File: src/hdl/dtd_pkg.sv
package dtd_pkg;

	localparam int unsigned WORD_W  = 32;
	localparam int unsigned BITS_W  = 30;
	localparam int unsigned SMP_W   = 12;
	localparam int unsigned STAMP_W = 48;
	localparam int unsigned LEN_W   = 36;

	typedef enum logic [2:0] {
		TAG_HDR0,
		TAG_HDR1,
		TAG_HDR2,
		TAG_HDR3,
		TAG_TRACE
	} dtd_tag_t;

	typedef enum logic {
		PH_HEADER,
		PH_TRACE
	} dtd_phase_t;

	typedef enum logic {
		KIND_HEADER = 1'b0,
		KIND_SAMPLE = 1'b1
	} dtd_kind_t;

	typedef struct packed {
		dtd_tag_t            tag;
		logic [BITS_W-1:0]   bits;
		logic [1:0]          count;
		logic                last;
	} dtd_entry_t;

	typedef struct packed {
		dtd_kind_t           kind;
		logic [1:0]          channel;
		logic [SMP_W-1:0]    sample_a;
		logic [SMP_W-1:0]    sample_b;
		logic [1:0]          sample_count;
		logic [STAMP_W-1:0]  time_stamp;
		logic [LEN_W-1:0]    trace_length;
		logic                wrap_flag;
		logic [1:0]          stop_delay;
		logic [3:0]          trigger_count;
		logic [3:0]          extra_header;
		logic                last;
	} dtd_result_t;

endpackage

File: src/hdl/dtd_word_if.sv
interface dtd_word_if;
	logic        valid;
	logic        ready;
	logic [31:0] word;

	modport source (output valid, output word, input ready);
	modport sink (input valid, input word, output ready);
endinterface

File: src/hdl/dtd_result_if.sv
interface dtd_result_if;
	logic        valid;
	logic        ready;
	logic        kind;
	logic [1:0]  channel;
	logic [11:0] sample_a;
	logic [11:0] sample_b;
	logic [1:0]  sample_count;
	logic [47:0] time_stamp;
	logic [35:0] trace_length;
	logic        wrap_flag;
	logic [1:0]  stop_delay;
	logic [3:0]  trigger_count;
	logic [3:0]  extra_header;
	logic        last;

	modport source (
		output valid, output kind, output channel, output sample_a, output sample_b,
		output sample_count, output time_stamp, output trace_length, output wrap_flag,
		output stop_delay, output trigger_count, output extra_header, output last,
		input ready
	);
	modport sink (
		input valid, input kind, input channel, input sample_a, input sample_b,
		input sample_count, input time_stamp, input trace_length, input wrap_flag,
		input stop_delay, input trigger_count, input extra_header, input last,
		output ready
	);
endinterface

File: src/hdl/dtd_front.sv
module dtd_front (
	input  logic                clk,
	input  logic                arst_n,
	dtd_word_if.sink            words,
	input  logic                full,
	output logic                push,
	output dtd_pkg::dtd_entry_t push_data
);
	import dtd_pkg::*;

	dtd_phase_t          phase_q, phase_d;
	logic [1:0]          hidx_q;
	logic [SMP_W-1:0]    len_hi_q;
	logic [LEN_W-1:0]    rem_q;
	logic [LEN_W-1:0]    len;
	logic                rem_ge2;
	logic                accept;

	assign words.ready = ~full;
	assign accept      = words.valid & ~full;
	assign push        = accept;
	assign len         = {len_hi_q, words.word[27:16], words.word[11:0]};
	assign rem_ge2     = |rem_q[LEN_W-1:1];

	always_comb begin
		phase_d = phase_q;
		if (accept) begin
			unique case (phase_q)
				PH_HEADER: begin
					if (hidx_q == 2'd3 && len != '0)
						phase_d = PH_TRACE;
				end
				PH_TRACE: begin
					if (~rem_ge2 || rem_q == LEN_W'(2))
						phase_d = PH_HEADER;
				end
				default: phase_d = PH_HEADER;
			endcase
		end
	end

	always_comb begin
		push_data.bits  = words.word[BITS_W-1:0];
		push_data.tag   = TAG_TRACE;
		push_data.count = 2'd0;
		push_data.last  = 1'b0;
		unique case (phase_q)
			PH_HEADER: begin
				unique case (hidx_q)
					2'd0: push_data.tag = TAG_HDR0;
					2'd1: push_data.tag = TAG_HDR1;
					2'd2: push_data.tag = TAG_HDR2;
					default: begin
						push_data.tag  = TAG_HDR3;
						push_data.last = (len == '0);
					end
				endcase
			end
			PH_TRACE: begin
				push_data.tag   = TAG_TRACE;
				push_data.count = rem_ge2 ? 2'd2 : rem_q[1:0];
				push_data.last  = ~rem_ge2 || rem_q == LEN_W'(2);
			end
			default: push_data.tag = TAG_TRACE;
		endcase
	end

	always_ff @(posedge clk or negedge arst_n) begin
		if (!arst_n) begin
			phase_q <= PH_HEADER;
			hidx_q  <= 2'd0;
			rem_q   <= '0;
		end else if (accept) begin
			phase_q <= phase_d;
			if (phase_q == PH_HEADER) begin
				hidx_q <= hidx_q + 2'd1;
				if (hidx_q == 2'd3)
					rem_q <= len;
			end else begin
				hidx_q <= 2'd0;
				rem_q  <= rem_q - LEN_W'(push_data.count);
			end
		end
	end

	always_ff @(posedge clk) begin
		if (accept && phase_q == PH_HEADER && hidx_q == 2'd2)
			len_hi_q <= words.word[11:0];
	end

endmodule

File: src/hdl/dtd_queue.sv
module dtd_queue #(
	parameter int unsigned DEPTH = 4
) (
	input  logic                clk,
	input  logic                arst_n,
	input  logic                push,
	input  dtd_pkg::dtd_entry_t push_data,
	output logic                full,
	input  logic                pop,
	output dtd_pkg::dtd_entry_t pop_data,
	output logic                empty
);
	import dtd_pkg::*;

	localparam int unsigned PTR_W = (DEPTH > 1) ? $clog2(DEPTH) : 1;
	localparam int unsigned CNT_W = $clog2(DEPTH + 1);

	dtd_entry_t        mem_q [DEPTH];
	logic [PTR_W-1:0]  wr_q, rd_q;
	logic [CNT_W-1:0]  cnt_q;

	assign full     = (cnt_q == CNT_W'(DEPTH));
	assign empty    = (cnt_q == '0);
	assign pop_data = mem_q[rd_q];

	always_ff @(posedge clk) begin
		if (push)
			mem_q[wr_q] <= push_data;
	end

	always_ff @(posedge clk or negedge arst_n) begin
		if (!arst_n) begin
			wr_q  <= '0;
			rd_q  <= '0;
			cnt_q <= '0;
		end else begin
			if (push)
				wr_q <= (wr_q == PTR_W'(DEPTH - 1)) ? '0 : wr_q + PTR_W'(1);
			if (pop)
				rd_q <= (rd_q == PTR_W'(DEPTH - 1)) ? '0 : rd_q + PTR_W'(1);
			if (push && !pop)
				cnt_q <= cnt_q + CNT_W'(1);
			else if (pop && !push)
				cnt_q <= cnt_q - CNT_W'(1);
		end
	end

`ifndef SYNTHESIS
	a_no_overflow: assert property (@(posedge clk) disable iff (!arst_n) !(push && full))
		else $error("queue push while full");
	a_no_underflow: assert property (@(posedge clk) disable iff (!arst_n) !(pop && empty))
		else $error("queue pop while empty");
	a_cnt_bound: assert property (@(posedge clk) disable iff (!arst_n)
		cnt_q <= CNT_W'(DEPTH))
		else $error("queue fill count out of range");
	a_cnt_inc: assert property (@(posedge clk) disable iff (!arst_n)
		(push && !pop) |=> cnt_q == $past(cnt_q) + CNT_W'(1))
		else $error("queue fill count lost a request");
`endif

endmodule

File: src/hdl/dtd_back.sv
module dtd_back (
	input  logic                clk,
	input  logic                arst_n,
	input  logic                empty,
	input  dtd_pkg::dtd_entry_t pop_data,
	output logic                pop,
	dtd_result_if.source        results
);
	import dtd_pkg::*;

	logic [1:0]          ch_q;
	logic [STAMP_W-1:0]  ts_q;
	logic                wrap_q;
	logic [1:0]          delay_q;
	logic [3:0]          trig_q;
	logic [3:0]          extra_q;
	logic [LEN_W-1:0]    len_q;
	logic                out_valid_q;
	dtd_result_t         out_q;
	dtd_result_t         res;
	logic                info_only;
	logic                take;
	logic [SMP_W-1:0]    lo, hi;

	assign lo        = pop_data.bits[11:0];
	assign hi        = pop_data.bits[27:16];
	assign info_only = pop_data.tag == TAG_HDR0 || pop_data.tag == TAG_HDR1 ||
	                   pop_data.tag == TAG_HDR2;
	assign take      = ~out_valid_q | results.ready;
	assign pop       = ~empty & (info_only | take);

	always_comb begin
		res.kind          = KIND_HEADER;
		res.channel       = ch_q;
		res.sample_a      = '0;
		res.sample_b      = '0;
		res.sample_count  = 2'd0;
		res.time_stamp    = ts_q;
		res.trace_length  = len_q;
		res.wrap_flag     = wrap_q;
		res.stop_delay    = delay_q;
		res.trigger_count = trig_q;
		res.extra_header  = extra_q;
		res.last          = pop_data.last;
		if (pop_data.tag == TAG_HDR3) begin
			res.trace_length = {len_q[LEN_W-1:24], hi, lo};
		end else begin
			res.kind         = KIND_SAMPLE;
			res.sample_a     = lo;
			res.sample_b     = (pop_data.count == 2'd2) ? hi : '0;
			res.sample_count = pop_data.count;
		end
	end

	always_ff @(posedge clk) begin
		if (pop) begin
			unique case (pop_data.tag)
				TAG_HDR0: begin
					ch_q         <= pop_data.bits[29:28];
					ts_q[47:24]  <= {hi, lo};
				end
				TAG_HDR1: ts_q[23:0] <= {hi, lo};
				TAG_HDR2: begin
					wrap_q       <= pop_data.bits[27];
					delay_q      <= pop_data.bits[25:24];
					trig_q       <= pop_data.bits[23:20];
					extra_q      <= pop_data.bits[19:16];
					len_q[35:24] <= lo;
				end
				TAG_HDR3: begin
					len_q[23:0]  <= {hi, lo};
					out_q        <= res;
				end
				TAG_TRACE: out_q <= res;
				default: ;
			endcase
		end
	end

	always_ff @(posedge clk or negedge arst_n) begin
		if (!arst_n)
			out_valid_q <= 1'b0;
		else if (pop && !info_only)
			out_valid_q <= 1'b1;
		else if (results.ready)
			out_valid_q <= 1'b0;
	end

	assign results.valid         = out_valid_q;
	assign results.kind          = out_q.kind;
	assign results.channel       = out_q.channel;
	assign results.sample_a      = out_q.sample_a;
	assign results.sample_b      = out_q.sample_b;
	assign results.sample_count  = out_q.sample_count;
	assign results.time_stamp    = out_q.time_stamp;
	assign results.trace_length  = out_q.trace_length;
	assign results.wrap_flag     = out_q.wrap_flag;
	assign results.stop_delay    = out_q.stop_delay;
	assign results.trigger_count = out_q.trigger_count;
	assign results.extra_header  = out_q.extra_header;
	assign results.last          = out_q.last;

endmodule

File: src/hdl/digitizer_trace_demux.sv
// Channel   Dir  Payload
// words     in   word[31:0] readout word
// results   out  kind, channel, samples a/b, sample_count, header fields, last
//
// One readout word per cycle unless the queue is full; each result is registered.
// Header words 0 to 2 give no result; word 3 and every trace word give one.
// The front stalls only when the word queue is full; the back stalls on results.ready.
// Reset clears the parser state, the queue and the output valid.
module digitizer_trace_demux #(
	parameter int unsigned QUEUE_DEPTH = 4
) (
	input  logic          clk,
	input  logic          arst_n,
	dtd_word_if.sink      words,
	dtd_result_if.source  results
);
	import dtd_pkg::*;

	logic       push, pop, full, empty;
	dtd_entry_t push_data, pop_data;

	dtd_front u_front (
		.clk       (clk),
		.arst_n    (arst_n),
		.words     (words),
		.full      (full),
		.push      (push),
		.push_data (push_data)
	);

	dtd_queue #(.DEPTH(QUEUE_DEPTH)) u_queue (
		.clk       (clk),
		.arst_n    (arst_n),
		.push      (push),
		.push_data (push_data),
		.full      (full),
		.pop       (pop),
		.pop_data  (pop_data),
		.empty     (empty)
	);

	dtd_back u_back (
		.clk      (clk),
		.arst_n   (arst_n),
		.empty    (empty),
		.pop_data (pop_data),
		.pop      (pop),
		.results  (results)
	);

endmodule

File: src/flat_wrapper.sv
// flat-port wrapper written by rule: the top's interface ports become plain ports
module digitizer_trace_demux_flat import dtd_pkg::*;
#(
	parameter int unsigned QUEUE_DEPTH = 4
)
  (clk, arst_n, words_valid, words_word, words_ready, results_valid, results_kind, results_channel, results_sample_a, results_sample_b, results_sample_count, results_time_stamp, results_trace_length, results_wrap_flag, results_stop_delay, results_trigger_count, results_extra_header, results_last, results_ready);
  dtd_word_if words_i ();
  dtd_result_if results_i ();
  input  logic clk;
  input  logic arst_n;
  input wire logic [$bits(words_i.valid)-1:0] words_valid;
  input wire logic [$bits(words_i.word)-1:0] words_word;
  output wire logic [$bits(words_i.ready)-1:0] words_ready;
  output wire logic [$bits(results_i.valid)-1:0] results_valid;
  output wire logic [$bits(results_i.kind)-1:0] results_kind;
  output wire logic [$bits(results_i.channel)-1:0] results_channel;
  output wire logic [$bits(results_i.sample_a)-1:0] results_sample_a;
  output wire logic [$bits(results_i.sample_b)-1:0] results_sample_b;
  output wire logic [$bits(results_i.sample_count)-1:0] results_sample_count;
  output wire logic [$bits(results_i.time_stamp)-1:0] results_time_stamp;
  output wire logic [$bits(results_i.trace_length)-1:0] results_trace_length;
  output wire logic [$bits(results_i.wrap_flag)-1:0] results_wrap_flag;
  output wire logic [$bits(results_i.stop_delay)-1:0] results_stop_delay;
  output wire logic [$bits(results_i.trigger_count)-1:0] results_trigger_count;
  output wire logic [$bits(results_i.extra_header)-1:0] results_extra_header;
  output wire logic [$bits(results_i.last)-1:0] results_last;
  input wire logic [$bits(results_i.ready)-1:0] results_ready;
  assign words_i.valid = words_valid;
  assign words_i.word = words_word;
  assign words_ready = words_i.ready;
  assign results_valid = results_i.valid;
  assign results_kind = results_i.kind;
  assign results_channel = results_i.channel;
  assign results_sample_a = results_i.sample_a;
  assign results_sample_b = results_i.sample_b;
  assign results_sample_count = results_i.sample_count;
  assign results_time_stamp = results_i.time_stamp;
  assign results_trace_length = results_i.trace_length;
  assign results_wrap_flag = results_i.wrap_flag;
  assign results_stop_delay = results_i.stop_delay;
  assign results_trigger_count = results_i.trigger_count;
  assign results_extra_header = results_i.extra_header;
  assign results_last = results_i.last;
  assign results_i.ready = results_ready;
  digitizer_trace_demux #(.QUEUE_DEPTH(QUEUE_DEPTH)) u_core (.clk(clk), .arst_n(arst_n), .words(words_i), .results(results_i));
endmodule
File: config.mk
export PLATFORM = sky130hd
export DESIGN_NAME = digitizer_trace_demux_flat
export DESIGN_NICKNAME = d
export VERILOG_FILES = /design/src/hdl/dtd_pkg.sv /design/src/hdl/dtd_word_if.sv /design/src/hdl/dtd_result_if.sv /design/src/hdl/dtd_front.sv /design/src/hdl/dtd_queue.sv /design/src/hdl/dtd_back.sv /design/src/hdl/digitizer_trace_demux.sv /design/src/flat_wrapper.sv
export SDC_FILE = /design/constraint.sdc
export NUM_CORES = 1
export LEC_CHECK = 0
export BUFFER_PORTS_ARGS = -buffer_cell sky130_fd_sc_hd__buf_4
export CORE_MARGIN = 5
export CORE_UTILIZATION = 53
export DETAILED_ROUTE_END_ITERATION = 8
export PLACE_DENSITY = 0.75
export SETUP_SLACK_MARGIN = 0.02
export SYNTH_ARGS = -nofsm -noshare
export SYNTH_HDL_FRONTEND = slang
export SYNTH_SLANG_ARGS = --single-unit
File: constraint.sdc
create_clock -name clk -period 7.7 [get_ports clk]
set_input_delay 1.155 -clock clk [delete_from_list [all_inputs] [get_ports clk]]
set_output_delay 1.155 -clock clk [all_outputs]
set_load 0.05 [all_outputs]
# Yosys cells after proc, flatten, opt, wreduce, memory -nomap -nowiden
# Memories as Yosys holds them, arrays and structs flattened.
# Index checks and enable logic that the tools add are counted.
# Widths: inputs -> output; s select.
# classes
n_reduce_logical	30
n_eq_ne	12
addsub	6
mux	22
n_bitwise	10
# op_table
operator	n
$mux 36	2
$eq 36x2->1 const B	1
$logic_not 36->1	1
$reduce_bool 36->1	1
$sub 36x2->36	1
$reduce_or 35->1	1
$mux 24	1
$reduce_and 2->1	6
$eq 2x2->1 const B	5
$mux 2	5
$mux 1	8
$add 2x1->2 const B	3
$eq 3x2->1 const B	2
$eq 3x3->1 const B	2
$logic_and 1x1->1	6
$logic_not 3->1	2
$mux 3	2
$not 1->1	6
$pmux 2 s3	1
$pmux 3 s2	1
$reduce_bool 2->1	3
$pmux 1 s2	2
$reduce_or 2->1	2
$add 3x1->3 const B	1
other kinds (9)	15
# totals
ff_bits	281
n_memories	1
inputBits	36
word_cells	110
ram_bits	144
# memory_table
memory	words	word_bits	rd	rd_clocked_by_memory_dff	wr	line_no	text
u_core.u_queue.mem_q	4	36	1	0	1	dtd_queue.sv:18	dtd_entry_t mem_q [DEPTH];

# Longest topological paths before layout
# Gate-level depths: netlist (run 1).
# An unclocked memory read counts as a cell.
# depth
depth_word	9
mapped_depth	13
ltp_nobuf	12

# By module
# Synthesis (run 1) repeated with hierarchy kept, for this count alone.
# hier_totals
cells_unflattened	896
area_unflattened_um2	16279.4
# by_module_without_submodules
module	cells_per_inst	instances	area_each_um2
dtd_back	295	1	7358.3
dtd_queue	225	1	5620.4
dtd_front	376	1	3300.7

# Worst setup path after synthesis (run 1)
# Ideal clock, no wire load.
# synth_timing
path_type	reg-to-reg
from	register u_core.u_queue.rd_q[0]
to	register u_core.u_back.out_q (netlist bit u_core.u_back.results.channel[0]) (enable)
arrival_ns	7.511
path_stages_with_launch	6
path_slack_ns	-0.461
setup_time_ns	0.651
t_required_ns	7.049
cell_sequence	dfrtp_1 > buf_2 > mux4_2 > a21oi_1 > o21bai_1 > a21oi_1
# synth_between
elab_chain_cells	7
# synth_lines
item	line_no	text
start, declared	dtd_queue.sv:19	logic [PTR_W-1:0] wr_q, rd_q;
start signal, assigned	dtd_queue.sv:40	rd_q <= (rd_q == PTR_W'(DEPTH - 1)) ? '0 : rd_q + PTR_W'(1);
$mem_v2 4x36 (*)	n/a	
$eq 3x1->1 or $logic_not 3->1 (tied branches)	dtd_back.sv:27	assign info_only = pop_data.tag == TAG_HDR0 || pop_data.tag == TAG_HDR1 ||
$logic_or 1x1->1 (2 in a row)	dtd_back.sv:27	
$or 1x1->1	dtd_back.sv:30	assign pop = ~empty & (info_only | take);
$and 1x1->1	dtd_back.sv:30	
$reduce_and 2->1 (no line) (*)	n/a	
end signal, assigned	dtd_back.sv:72	out_q <= res;
end signal, assigned	dtd_back.sv:74	TAG_TRACE: out_q <= res;
end, declared	dtd_back.sv:19	dtd_result_t out_q;
# Mark *: on every way between the ends. The rest lies on a longest branch, timed or not.
# A chain may end at the register's enable or synchronous reset.

==> results.json, run 1 <==
{
  "outcome": "finished clean",
  "postSynth.asyncResetShare_pct": 11.5,
  "max_slew_margin_pct": 24.5,
  "yosysSeqAreaShare_pct": 76.6,
  "finalCriticalPeriod_ns": 4.80,
  "wire_per_inst_um": 20.0,
  "endpoint_kind": "flop",
  "grt_use_total_pct": 17.6,
  "dr.pass1.iters": 5,
  "fin_area_um2": 18600,
  "r2r_slack_ns": 2.90,
  "grt_remaining_overflow": 0,
  "cts_tree": "done",
  "num_rows": 63,
  "cap_violations": 0,
  "yosysMostFrequentCell": "edfxtp_1",
  "clk_path_buf_depth": 3,
  "critical_path.startpoint": "u_core.u_front.rem_q[24]",
  "drive_gt1_share_pct": 29.5,
  "r2r_cells": 11,
  "hold_depth": 0,
  "die_h_um": 182,
  "placed_cell_area_um2": 17400,
  "min_period_over_period_pct": 62.3,
  "numPortBuffers": 156,
  "start_kind": "flop",
  "synth_top_cells_by_area": "edfxtp_1 (69%), dfrtp_1 (7.5%), mux4_2 (4.6%), mux2_2 (2.1%), nor2_1 (1.1%)",
  "grt_setup_unrepaired": "no",
  "grt_antenna_before_repair": 0,
  "drtIter0Drc": 732,
  "p_leak_nw": 6.58,
  "hold_viol": 0,
  "die_area_um2": 33200,
  "route.vias.total": 8447,
  "critPathRequiredTime_ns": 8.11,
  "cts.sinks": 409,
  "synth_nets": 952,
  "synth_top_area_cell": "edfxtp_1",
  "synth_top_area_share_pct": 69.2,
  "core_um2": 29500,
  "post_cts_buffers": 0,
  "clk_pin_slew_ns": 0.07,
  "start_util_pct": 53.3,
  "clk_latency_ns": 0.53,
  "viasPerCell": 5.68,
  "ios": 163,
  "rr_startpoint": "u_core.u_front.rem_q[24]",
  "ctsHtreeMaxLevel": 2,
  "crit_path_end": "u_core.u_front.rem_q[16]",
  "p_per_area_nw_per_um2": 373,
  "grt_pass1_wl_um": 46300,
  "grt_max_degree": 86,
  "cp.arrival_ns": 5.21,
  "root_buffer": "clkbuf_16",
  "fin_tns_setup_ns": 0,
  "grt_pass1_vias": 8206,
  "ctsHoldBuffers": 0,
  "setup_violations": 0,
  "syn_avg_cell_area_um2": 17.4,
  "cp_max_fo": 10,
  "fmax_ghz": 0.208,
  "synth_area_um2": 15700,
  "gp_congestion": 0.864,
  "yosys-top-cells-count": "edfxtp_1 (362), nor2_1 (48), dfrtp_1 (47)",
  "antenna_left": 0,
  "synth-seq-cells": 409,
  "ir_drop_mv": 0.168,
  "diodes": 0,
  "numCtsBuffers": 38,
  "synth_cell_types": 64,
  "synth_ff_type": "edfxtp_1",
  "nets": 1119,
  "tightest_slew_ns": 1.13,
  "crit_type": "flop to flop",
  "min_path_type": "flop to flop",
  "hpwl_um": 18600,
  "synth-edff-count": 362,
  "slew_viol_final": 0,
  "area_delta_synth_final_pct": 18.2,
  "post_cts.resized_instances": 0,
  "fin_util_pct": 63.0,
  "wl_um": 29700,
  "rr_endpoint": "u_core.u_front.rem_q[16]",
  "die_x_um": 182,
  "drc_errors": 0,
  "clock_skew_ns": 0.0156,
  "synth_cells": 902,
  "yosys_warnings": 0
}
==> report_power, final <==
group,switching [mW],total (mW),internal (mW)
Clock,0.776,1.82,1.04
Sequential,0.130,3.12,2.99
Combinational,1.41,1.99,0.580
==> worst min path at each step <==
stage	end	from	slack, ns
3_3_place_gp	u_core.u_back.results.time_stamp[30]	u_core.u_back.ts_q[30]	0.40
3_5_place_dp	u_core.u_back.results.time_stamp[27]	u_core.u_back.ts_q[27]	0.40
4_1_cts	u_core.u_back.results.time_stamp[36]	u_core.u_back.ts_q[36]	0.42
6_report	u_core.u_back.results.time_stamp[27]	u_core.u_back.ts_q[27]	0.42
5_1_grt	u_core.u_back.results.time_stamp[47]	u_core.u_back.ts_q[47]	0.42
2_1_floorplan	u_core.u_back.results.channel[0]	u_core.u_back.ch_q[0]	0.40
==> layer usage <==
metal | GRT usage, % | share of wire, %
met2 | 27.3 | 47
met5 | 0 | 0
met1 | 25.7 | 44
met3 | 2.83 | 6.0
met4 | 6.24 | 3.2
==> cells in the final DEF, fill, tap and decap left out, drive strengths merged, types with 14 or more instances in the layout <==
master and n:
dfrtp 47, clkbuf 46, nor4 22, o21ai 18
clkinv 16, nand4 14, nand2 27, and2 26
mux4 32, edfxtp 362, a31oi 14, mux2 29
nand3 21, inv 22, nor2 48, buf 174
a21oi 32
==> final cells by class <==
cell class	count	area (µm²)
clock buffer	46	1010
clock inverter	23	208
fill	2078	10900
inverter	20	75.1
multi-input combinational	426	3440
sequential	409	12000
tap	390	488
timing repair buffer	174	1310
==> worst max-delay path, cell delays in order (launching register included) <==
cell and delay [ns]:
dfrtp_1 0.42, or4_4 0.58, nor4_4 0.56, or4b_4 0.59, nor4_2 0.33, ha_1 0.26, inv_1 0.06, fa_1 0.43
or4_1 0.56, nor4_1 0.24, mux2_2 0.37, a221o_1 0.28
==> kinds of logic (layout without fill, tap and decap cells) <==
| group | count (synthesis) | after routing | synth area share, % |
|---|---|---|---|
| AND/OR/NAND/NOR | 217 | 217 | 7.76 |
| adder cells (fa/ha/maj) | 14 | 14 | 1.21 |
| flip-flops | 409 | 409 | 76.6 |
| XOR/XNOR | 3 | 3 | 0.167 |
| AO/OA/AOI/OAI | 119 | 119 | 5.10 |
| multiplexers | 73 | 73 | 7.43 |
| buffers and inverters | 67 | 263 | 1.69 |
==> registers in the layout (all words and copies together), names as in the netlist, 3 cells and up <==
register,cells
u_core.u_back.results.time_stamp,48
u_core.u_back.results.sample_a,12
u_core.u_back.trig_q,4
u_core.u_back.results.extra_header,4
u_core.u_front.len_hi_q,12
u_core.u_queue.cnt_q,3
u_core.u_back.len_q,36
u_core.u_back.results.trace_length,36
u_core.u_back.results.sample_b,12
u_core.u_back.extra_q,4
u_core.u_queue.mem_q,128
u_core.u_back.ts_q,48
u_core.u_front.rem_q,36
u_core.u_back.results.trigger_count,4
==> metrics by stage <==
step	worst slack [ns]	instances	hold slack [ns]	total power [mW]
after global placement	3.03	1419	0.401	5.13
after global routing	2.68	1488	0.424	7.22
after floorplan	2.10	902	0.400	4.58
after CTS	2.93	1488	0.419	7.00
final	2.90	1488	0.417	6.93
after detailed placement	2.94	1419	0.405	5.18
(Power assumes the default switching activity.)
==> run 2: changes to the inputs <==
- clock period: 7.7 -> 3.97 ns (I/O delays scaled with it)
==> run 2 against run 1 <==
  * Sequential share of layout area shrank 1.4 points
  * Global-route usage increased by 0.42 points
  * Critical path depth unchanged
  * Combinational power is 100% higher
==> results.json, run 2 (synthesized netlist as in run 1, its figures left out) <==
{
  "outcome": "finished clean",
  "fin_tns_setup_ns": 0,
  "numCtsBuffers": 40,
  "crit_chain": "or4_1, nand2b_1, or4b_4, nor4_4, ha_2, inv_2, fa_2, or4_4, nor4_2, mux2_2, a221o_1",
  "post-place-ws_ns": 0.0786,
  "rr_startpoint": "u_core.u_front.rem_q[28]",
  "ios": 163,
  "grt_antenna_before_repair": 0,
  "cp_max_fo": 3,
  "r2r_slack_ns": 0.05,
  "start_util_pct": 53.3,
  "grt_pass1_vias": 8530,
  "cts_tree": "done",
  "die_h_um": 182,
  "wl_um": 30400,
  "fin_util_pct": 64.4,
  "regMostFlops": "u_core.u_queue.mem_q",
  "finalCriticalPeriod_ns": 3.92,
  "multiInputGateArea_um2": 3480,
  "ir_drop_mv": 0.334,
  "cp_top_family": "simple AND/OR/NAND/NOR gates",
  "drtIter0Drc": 745,
  "hold_ws_ns": 0.104,
  "clock_skew_ns": 0.0240,
  "p_per_area_nw_per_um2": 724,
  "clk_pin_slew_ns": 0.06,
  "largest_register_ffs": 128,
  "fmax_ghz": 0.255,
  "wire_per_inst_um": 19.9,
  "grt_remaining_overflow": 0,
  "gp_congestion": 0.881,
  "grt_setup_unrepaired": "yes",
  "hold_viol": 0,
  "clk_latency_ns": 0.52,
  "diodes": 0,
  "max_slew_margin_pct": 24.0,
  "grt_use_total_pct": 18.0,
  "fin_area_um2": 19000,
  "seq_power_share_pct": 44.0,
  "route.vias.total": 8645,
  "swShare_pct": 33.0,
  "p_leak_nw": 6.80,
  "ctsHtreeMaxLevel": 2,
  "postLayoutSetupSlackWorst_ns": 0.0464,
  "critPathRequiredTime_ns": 4.36,
  "final_common_cell": "edfxtp_1",
  "cp.arrival_ns": 4.32,
  "numPortBuffers": 156,
  "placed_cell_area_um2": 17600,
  "die_x_um": 182,
  "num_rows": 63,
  "die_area_um2": 33200,
  "slew_viol_final": 0,
  "nets": 1154,
  "combPwrFrac_pct": 29.3,
  "cap_violations": 0,
  "dr.pass1.iters": 5,
  "switching_power_mw": 4.54,
  "worst_path_max_delay_cell": "or4_1",
  "antenna_left": 0,
  "start_kind": "flop",
  "tightest_slew_ns": 1.14,
  "grt_pass1_wl_um": 47300,
  "critical-path-max-stage-delay_ns": 0.58,
  "grt_max_degree": 86,
  "setup_violations": 0,
  "crit_cells": 11,
  "root_buffer": "clkbuf_16",
  "rr_endpoint": "u_core.u_front.rem_q[16]",
  "mostFrequentLayoutCells": "edfxtp_1 (362), buf_4 (202), nor2_1 (47)",
  "min_path_type": "primary input to async pin",
  "fill_cells": 2039,
  "seq_area_um2": 12000,
  "drc_errors": 0,
  "endpoint_kind": "flop",
  "area_delta_synth_final_pct": 20.8,
  "p_clk_share_pct": 26.8,
  "core_um2": 29500,
  "clk_path_buf_depth": 3,
  "cts.sinks": 409,
  "critPathBufInv": 1,
  "viasPerCell": 5.67,
  "hpwl_um": 19300,
  "p_int_mw": 9.21,
  "drive_gt1_share_pct": 31.7,
  "min_period_over_period_pct": 98.8,
  "crit_type": "flop to flop",
  "r2r_cells": 11,
  "ctsHoldBuffers": 0
}
-- run 2: power groups by stage --
stage,Sequential (mW),Combinational [mW],Clock (mW)
after CTS,6.06,4.05,3.76
after global routing,6.12,4.27,3.95
after global placement,6.11,3.96,0
final,6.05,4.02,3.68
after floorplan,7.48,1.40,0
after detailed placement,6.14,4.03,0
-- run 2: cell type report --
class                           count  share of cell area, %
Tap cell                          390                   2.57
Inverter                           20                  0.395
Clock inverter                     22                   1.13
Timing Repair Buffer              207                   8.39
Sequential cell                   409                   63.5
Multi-Input combinational cell    426                   18.3
Clock buffer                       50                   5.70
-- run 2: timing repair --
action / 4_1_cts / 5_1_grt
gates resized for setup: 0 / 5
endpoints found under the setup margin: 0 / 7
setup buffers: 0 / 3
-- run 2: worst max-delay path by stage --
| stage | start | end | slack (ns) |
|---|---|---|---|
| 4_1_cts | u_core.u_front.rem_q[28] | u_core.u_front.rem_q[16] | 0.04 |
| 3_3_place_gp | u_core.u_front.rem_q[24] | u_core.u_front.rem_q[16] | 0.09 |
| 6_report | u_core.u_front.rem_q[28] | u_core.u_front.rem_q[16] | 0.05 |
| 2_1_floorplan | u_core.u_front.rem_q[17] | u_core.u_front.rem_q[16] | -0.12 |
| 5_1_grt | u_core.u_front.rem_q[24] | u_core.u_front.rem_q[16] | -0.08 |
| 3_5_place_dp | u_core.u_front.rem_q[24] | u_core.u_front.rem_q[16] | 0.08 |
-- run 2: layer usage --
layer  up-vias  share of wire, %  global-route usage (%)
met2       323                48                    29.1
met3        61               7.0                    2.99
met5         -                 0                       0
met1      4290                42                    25.6
met4         0               2.6                    5.55
li1       3971                 -                       -
-- run 2: through the flow --
step / total power, mW / std cells
detailed placement: 10.2 / 1448
global placement: 10.1 / 1448
floorplan: 8.88 / 902
global route: 14.3 / 1524
finish: 13.7 / 1524
CTS: 13.9 / 1520
